<file path="config.mk">
export PLATFORM = sky130hd
export DESIGN_NAME = alu_div_stage
export DESIGN_NICKNAME = d
export VERILOG_FILES = /design/src/hdl/alu_pkg.sv /design/src/hdl/alu_div_stage.sv
export SDC_FILE = /design/constraint.sdc
export NUM_CORES = 1
export LEC_CHECK = 0
export BUFFER_PORTS_ARGS = -buffer_cell sky130_fd_sc_hd__buf_2
export CAP_MARGIN = 20
export CORE_MARGIN = 2
export CORE_UTILIZATION = 45
export CTS_BUF_LIST = sky130_fd_sc_hd__clkbuf_4 sky130_fd_sc_hd__clkbuf_8
export DETAILED_ROUTE_END_ITERATION = 8
export PLACE_DENSITY = 0.75
export SYNTH_ARGS = -nofsm -noshare
export SYNTH_HDL_FRONTEND = slang
export SYNTH_SLANG_ARGS = --single-unit
export TNS_END_PERCENT = 100
</file>
<file path="constraint.sdc">
create_clock -name i_clk -period 21.5 [get_ports i_clk]
set_input_delay 2.15 -clock i_clk [delete_from_list [all_inputs] [get_ports i_clk]]
set_output_delay 2.15 -clock i_clk [all_outputs]
set_load 0.005 [all_outputs]
</file>
<file path="src/hdl/alu_pkg.sv">
// Package with widths, opcodes and stage types for the pipelined arithmetic unit.
`timescale 1ns / 1ps
package alu_pkg;
    localparam int WIDTH = 32;
    localparam int DIV_PER_STAGE = 4;
    localparam int DIV_STAGES = WIDTH / DIV_PER_STAGE;
    localparam int HALF = WIDTH / 2;

    typedef enum logic [1:0] {
        OP_ADD = 2'd0,
        OP_SUB = 2'd1,
        OP_MUL = 2'd2,
        OP_DIV = 2'd3
    } t_op;

    typedef struct packed {
        logic              valid;
        t_op               op;
        logic [WIDTH-1:0]  a;
        logic [WIDTH-1:0]  b;
        logic [WIDTH-1:0]  res;
        logic [WIDTH-1:0]  rem;
        logic              ovf;
        logic [WIDTH-1:0]  pp_ll;
        logic [WIDTH-1:0]  pp_x;
    } t_beat;
endpackage

</file>
<file path="src/hdl/alu_div_stage.sv">
// One pipeline stage: four restoring division steps plus beat forwarding.
`timescale 1ns / 1ps
module alu_div_stage
    import alu_pkg::*;
(
    input  logic                            i_clk,
    input  logic                            i_rst_n,
    input  logic                            i_adv,
    input  logic [$clog2(DIV_STAGES)-1:0]   i_idx,
    input  t_beat                           i_beat,
    output t_beat                           o_beat
);
    t_beat r_beat;
    t_beat n_beat;

    always_comb begin
        logic [WIDTH:0]   rr;
        logic [WIDTH-1:0] r;
        logic [WIDTH-1:0] q;
        int               bit_i;
        n_beat = i_beat;
        r = i_beat.rem;
        q = i_beat.res;
        for (int k = 0; k < DIV_PER_STAGE; k++) begin
            bit_i = WIDTH - 1 - (int'(i_idx) * DIV_PER_STAGE + k);
            rr = {r, i_beat.a[bit_i]};
            if (rr >= {1'b0, i_beat.b}) begin
                rr = rr - {1'b0, i_beat.b};
                q[bit_i] = 1'b1;
            end
            r = rr[WIDTH-1:0];
        end
        if (i_beat.op == OP_DIV && i_beat.b != '0) begin
            n_beat.rem = r;
            n_beat.res = q;
        end
    end

    always_ff @(posedge i_clk) begin
        if (!i_rst_n) begin
            r_beat.valid <= 1'b0;
        end else if (i_adv) begin
            r_beat.valid <= n_beat.valid;
        end
        if (i_adv) begin
            r_beat.op    <= n_beat.op;
            r_beat.a     <= n_beat.a;
            r_beat.b     <= n_beat.b;
            r_beat.res   <= n_beat.res;
            r_beat.rem   <= n_beat.rem;
            r_beat.ovf   <= n_beat.ovf;
            r_beat.pp_ll <= n_beat.pp_ll;
            r_beat.pp_x  <= n_beat.pp_x;
        end
    end

    assign o_beat = r_beat;
endmodule

</file>
==> reports/qor.yml, run 1 <==
status: "finished, final reports clean"
drtIter0Drc: 1583
slew_headroom_pct: 22.96
synth_area_mm2: 0.01506
cap_violations: 0
antenna_found_initial: 3
synth_fp_nets: 1852
wl_per_cell_um: 23.69
required_ps: 21730
fill_cells: 2921
grt_pass1_vias: 13390
cts_repair_resize_count: 0
rr_startpoint: "o_beat[195]"
die_h_um: 187.0
hold_viol: 0
rr_endpoint: "o_beat[195]"
cts_max_level: 4
fin_crit_sh_pct: 77.18
setup.worst_path.start_class: "primary input"
crit_family: "compound AO/OA/AOI/OAI gates"
synth_edf_count: 195
leakage_nw: 7.792
holdPathEnd: "o_beat[195]"
syn_avg_cell_area_um2: 9.924
dp.cells: 2321
grt_pass1_wl_um: 81780
seq_area_frac_synth_pct: 39.00
synth_warnings: 0
setup_violations: 0
grt_overflow: 0
drv_slew: 0
ys_async_sr_fraction_pct: 0
slowest_delay_ps: 710
clock-sinks: 196
synthCells: 1518
cts_buffer_depth: 2
p_per_area_mw_per_mm2: 138.2
area_growth_pct: 18.44
setup_tns_ps: 0
root_buffer: "clkbuf_8"
place.gp.congestion: 1.019
hp-start: "o_beat[195]"
final_core_util_pct: 53.61
grt_max_degree: 115
rsz0062_at_grt: "no"
multi_input_area_mm2: 0.008700
crit_path_top_delay_cell: "nand2_1"
cts_setup_buffers: 0
die_area_mm2: 0.03496
largest_reg_flops: 196
cts_made_buffers: 17
r2r_cells: 2
worstMarginPinSlew_ps: 1127
grt_usage_pct: 30.70
end_kind: "flop"
critPathLaunch: "i_idx[1]"
dpl.hpwl_um: 45090
dieWidth_um: 187.0
firstDrtPassIters: 6
finalNonFillerCells: 2355
vias_per_cell: 6.123
cp_data_arrival_time_ps: 16820
synth_seq_cells: 196
io-pin-count: 398
fin_worst_skew_ps: 0
start_util_pct: 45.26
min_delay_path_depth: 2
hold_path.class: "reg -> reg"
drive_gt1_share_pct: 27.19
crit_type: "in -> reg"
drc: 0
nets: 2226
vias: 14420
crit_buf_inv: 4
routed_wl_um: 55790
ys_types: 86
clk_pin_slew_ps: 110
placement_rows: 67
cts_tree: "built"
max_freq_mhz: 60.27
drtAntennaViolNets: 0
core_area_mm2: 0.03328
r2r_slack_ps: 20900
period_minus_slack_ps: 16590
io_buffers: 397
cts_hold_buf: 0
seq_area_mm2: 0.005876
synth_flop_cell: "edfxtp_1"
clk_latency_ps: 480
cp_max_fo: 48
irDropWorstVdd_v: 0.0001137
==> layout by cell type (no fill, tap or decap), drive strengths merged, types with 11 or more instances in the layout <==
master,count
a211oi,17
a21o,55
a21oi,102
a31oi,23
and3,19
buf,404
clkbuf,18
edfxtp,195
ha,128
inv,73
mux2,55
mux2i,27
nand2,132
nand2b,12
nand3,51
nand4,19
nor2,85
nor2b,20
nor3,30
nor4,15
o21a,34
o21ai,83
o21bai,46
o311ai,19
o31ai,13
or2,11
xnor2,65
xor2,32
==> worst max path at each step <==
stage               depth (start not counted)  slack [ps]         end
finish                                     49        4910  o_beat[93]
global route                               49        4210  o_beat[68]
CTS                                        48        5230  o_beat[93]
detailed placement                         48        4740  o_beat[93]
global placement                           48        5180  o_beat[93]
floorplan                                  53        7880  o_beat[92]
==> worst reg2reg max path, stage by stage (launching register included) <==
cell,delay [ps]
dfxtp_1,320
mux2i_1,120
nor2b_1,60
==> cells by family (layout without fill, tap and decap cells) <==
kind of cell | count (synthesis) | after routing | synth area share (%)
and+or+nand+nor | 427 | 427 | 13.87
other | 0 | 2 | 0
muxes | 82 | 82 | 5.905
DFF | 196 | 196 | 39.00
xor gates and xnor gates | 97 | 97 | 5.640
AOI/OAI and AO/OA | 465 | 465 | 21.09
buffers and inverters | 119 | 506 | 3.331
adders and majority gates | 132 | 132 | 11.16
==> cells in the mapped netlist (4+ instances only) <==
cell type    n  share of area, %
edfxtp_1   195                39
nand2_1    132               3.3
ha_1       128                11
a21oi_1    100               3.3
nor2_1      85               2.1
o21ai_0     70               2.3
inv_1       68               1.7
xnor2_1     65               3.8
a21o_1      55               2.7
mux2_2      55               4.1
nand3_1     51               1.7
o21bai_1    46               2.3
o21a_1      33               1.6
xor2_1      32               1.9
clkbuf_1    31              0.77
nor3_1      30               1.0
mux2i_1     27               1.8
a31oi_1     23              0.96
nor2b_1     20              0.83
nand4_1     19              0.79
and3_1      18              0.75
a211oi_1    16              0.80
o311ai_0    16              0.93
nor4_1      13              0.54
o21ai_1     13              0.43
nand2b_1    12              0.50
o31ai_1     12              0.60
buf_2       10              0.33
or2_2       10              0.42
a22o_1       8              0.47
and2_1       8              0.33
o211ai_1     8              0.40
a211o_1      7              0.41
nand3b_1     6              0.30
or3_1        6              0.25
and4_1       5              0.29
buf_4        5              0.25
a2111oi_0    4              0.23
a21boi_0     4              0.20
a221o_1      4              0.27
fa_1         4              0.53
o2111ai_1    4              0.23
==> through the flow <==
step                setup slack (ps)  hold slack (ps)  power [mW]  area (µm²)
floorplan                       7885            507.3       1.746       15060
global placement                5177            507.4       2.146       17450
detailed placement              4735            503.2       2.172       17450
CTS                             5226            529.7       2.417       17840
global route                    4214            555.5       2.607       17840
finish                          4907            530.1       2.466       17840
==> layer usage <==
| layer | vias to the layer above | GRT usage [%] | share of wire, % |
|---|---|---|---|
| met5 | - | 0 | 0.032 |
| met4 | 2 | 11.75 | 4.1 |
| met3 | 109 | 5.704 | 11 |
| met2 | 898 | 49.08 | 45 |
| met1 | 6888 | 41.41 | 40 |
| li1 | 6522 | - | - |
==> power breakdown <==
| part | total, mW | switching [mW] | internal (mW) |
|---|---|---|---|
| combinational | 1.72 | 1.01 | 0.709 |
| sequential | 0.502 | 0.0187 | 0.483 |
| clock | 0.241 | 0.146 | 0.0952 |
==> cell type report <==
type / count / area share (%)
flip-flops and latches: 196 / 32.93
clock buffers: 17 / 1.311
repair buffers: 405 / 11.52
multi-input cells: 1203 / 48.76
diodes: 2 / 0.02805
clock inverters: 15 / 0.8555
inverters: 69 / 1.452
well taps: 448 / 3.142
Power figures use the tool's default switching activity.
==> run 2, diff against run 1 <==
- clock period: 21.5 -> 17.3 ns (I/O delays scaled with it)
==> run 2 against run 1 <==
Worst setup slack got worse by 3000 ps. Critical endpoint is now o_beat[92]. Non-clock buffer count unchanged. Critical path depth shrank 2.
==> reports/qor.yml, run 2 (same netlist as run 1, synthesis figures left out) <==
largest_reg_flops: 196  # unchanged
mostFrequentLayoutCells: "buf_2, edfxtp_1, nand2_1"  # unchanged
rsz0062_at_grt: "no"  # unchanged
final_core_util_pct: 53.65  # was 53.61%
antenna_found_initial: 2  # was 3
hold_viol: 0  # unchanged
grt_pass1_vias: 13360  # was 13390
drc: 0  # unchanged
period_minus_slack_ps: 15430
cp_max_fo: 29  # was 48
die_area_mm2: 0.03496  # unchanged
grt_overflow: 0  # unchanged
firstDrtPassIters: 6  # unchanged
required_ps: 17510  # was 21730 ps
worstMarginPinSlew_ps: 1011  # was 1127 ps
dp.cells: 2321  # unchanged
io_buffers: 397  # unchanged
nets: 2226  # unchanged
grt_usage_pct: 30.36  # was 30.70%
die_h_um: 187.0  # unchanged
dieWidth_um: 187.0  # unchanged
cts_max_level: 4  # unchanged
slowest_delay_ps: 800  # was 710 ps
vias_per_cell: 6.043  # was 6.123
max_freq_mhz: 64.79
min_delay_path_depth: 2  # unchanged
cts_tree: "built"  # unchanged
slew_headroom_pct: 31.95  # was 22.96%
crit_type: "in -> reg"  # unchanged
clock-sinks: 196  # unchanged
end_kind: "flop"  # unchanged
irDropWorstVdd_v: 0.0001057  # was 0.0001137 V
cts_hold_buf: 0  # unchanged
fin_worst_skew_ps: 0  # unchanged
io-pin-count: 398  # unchanged
cp_data_arrival_time_ps: 15640  # was 16820 ps
setup_violations: 0  # unchanged
cts_setup_buffers: 0  # unchanged
core_area_mm2: 0.03328  # unchanged
timing.critical_path.mode_cell: "ha_1"
finalNonFillerCells: 2353  # was 2355
placement_rows: 67  # unchanged
leakage_nw: 7.793  # was 7.792 nW
grt_max_degree: 122  # was 115
clk_latency_ps: 460  # was 480 ps
hold_path.class: "reg -> reg"  # unchanged
cts_buffer_depth: 2  # unchanged
area_growth_pct: 18.53  # was 18.44%
setup.worst_path.start_class: "primary input"  # unchanged
antennaDiodeCount: 0  # was 2
place.gp.congestion: 0.9890  # was 1.019
r2r_slack_ps: 16700  # was 20900 ps
drtIter0Drc: 1325  # was 1583
status: "finished, final reports clean"  # unchanged
final_common_cell: "buf_2"  # unchanged
r2r_cells: 2  # unchanged
wl_per_cell_um: 23.21  # was 23.69 µm
dp_slack_ps: 1570  # was 4735 ps
crit_path_top_delay_cell: "and2_1"  # was nand2_1
start_util_pct: 45.26  # unchanged
cts_repair_resize_count: 0  # unchanged
drtAntennaViolNets: 0  # unchanged
drv_slew: 0  # unchanged
p_per_area_mw_per_mm2: 168.8  # was 138.2 mW/mm²
cap_violations: 0  # unchanged
vias: 14220  # was 14420
clk_pin_slew_ps: 110  # about the same
cts_made_buffers: 17  # unchanged
setup_slack_ps: 1865  # was 4907 ps
drive_gt1_share_pct: 27.19  # unchanged
root_buffer: "clkbuf_8"  # unchanged
fin_crit_sh_pct: 89.22
routed_wl_um: 54620  # was 55790 µm
dpl.hpwl_um: 44670  # was 45090 µm
grt_pass1_wl_um: 80920  # was 81780 µm
setup_tns_ps: 0  # unchanged
==> run 2: changes by cell type in the layout (fill, tap and decap cells not counted), sizes merged <==
cell	delta
diode	-2
inv	+1
clkinv	-6
clkinvlp	+2
bufinv	+1
clkbuf	+2
==> run 2: area by class of cell <==
class | count | area [µm²]
fillers | 3054 | 15420
multi-input cells | 1203 | 8700
flip-flops and latches | 196 | 5876
repair buffers | 405 | 2068
well taps | 448 | 560.5
inverters | 69 | 259.0
clock buffers | 19 | 249.0
clock inverters | 13 | 143.9
==> run 2: metrics by stage <==
stage | total power [mW] | hold WS (ps) | cell area (µm²)
floorplan | 2.170 | 507.3 | 15060
global route | 3.220 | 562.5 | 17860
finish | 3.014 | 534.2 | 17860
global placement | 2.635 | 508.9 | 17460
CTS | 2.980 | 529.8 | 17860
detailed placement | 2.664 | 508.0 | 17460
==> run 2: final timing paths <==
check / start / end
worst max register to register: o_beat[195] / o_beat[195]
worst max-delay path: i_idx[1] / o_beat[92]
worst min register to register: o_beat[195] / o_beat[195]
worst min-delay path: o_beat[195] / o_beat[195]
==> run 2: power breakdown <==
part,switching (mW),internal [mW]
Sequential,0.0177,0.600
Clock,0.170,0.134
Combinational,1.20,0.890
Total,1.39,1.62
==> run 2: critical path, delay by kind of cell <==
family	cells	cell delay (ps)
adders and majority gates	4	1320
and+or+nand+nor	8	2020
buffers and inverters	3	1040
muxes	4	1390
AOI/OAI and AO/OA	28	8080
==> run 2: metal layers <==
layer  global-route usage, %  part of all wire [%]  vias up
met5                       0                 0.059        -
met4                   9.188                   2.9        4
met3                   4.991                   8.5       80
met2                   50.96                    48      724
met1                   40.32                    41     6870
li1                        -                     -     6542
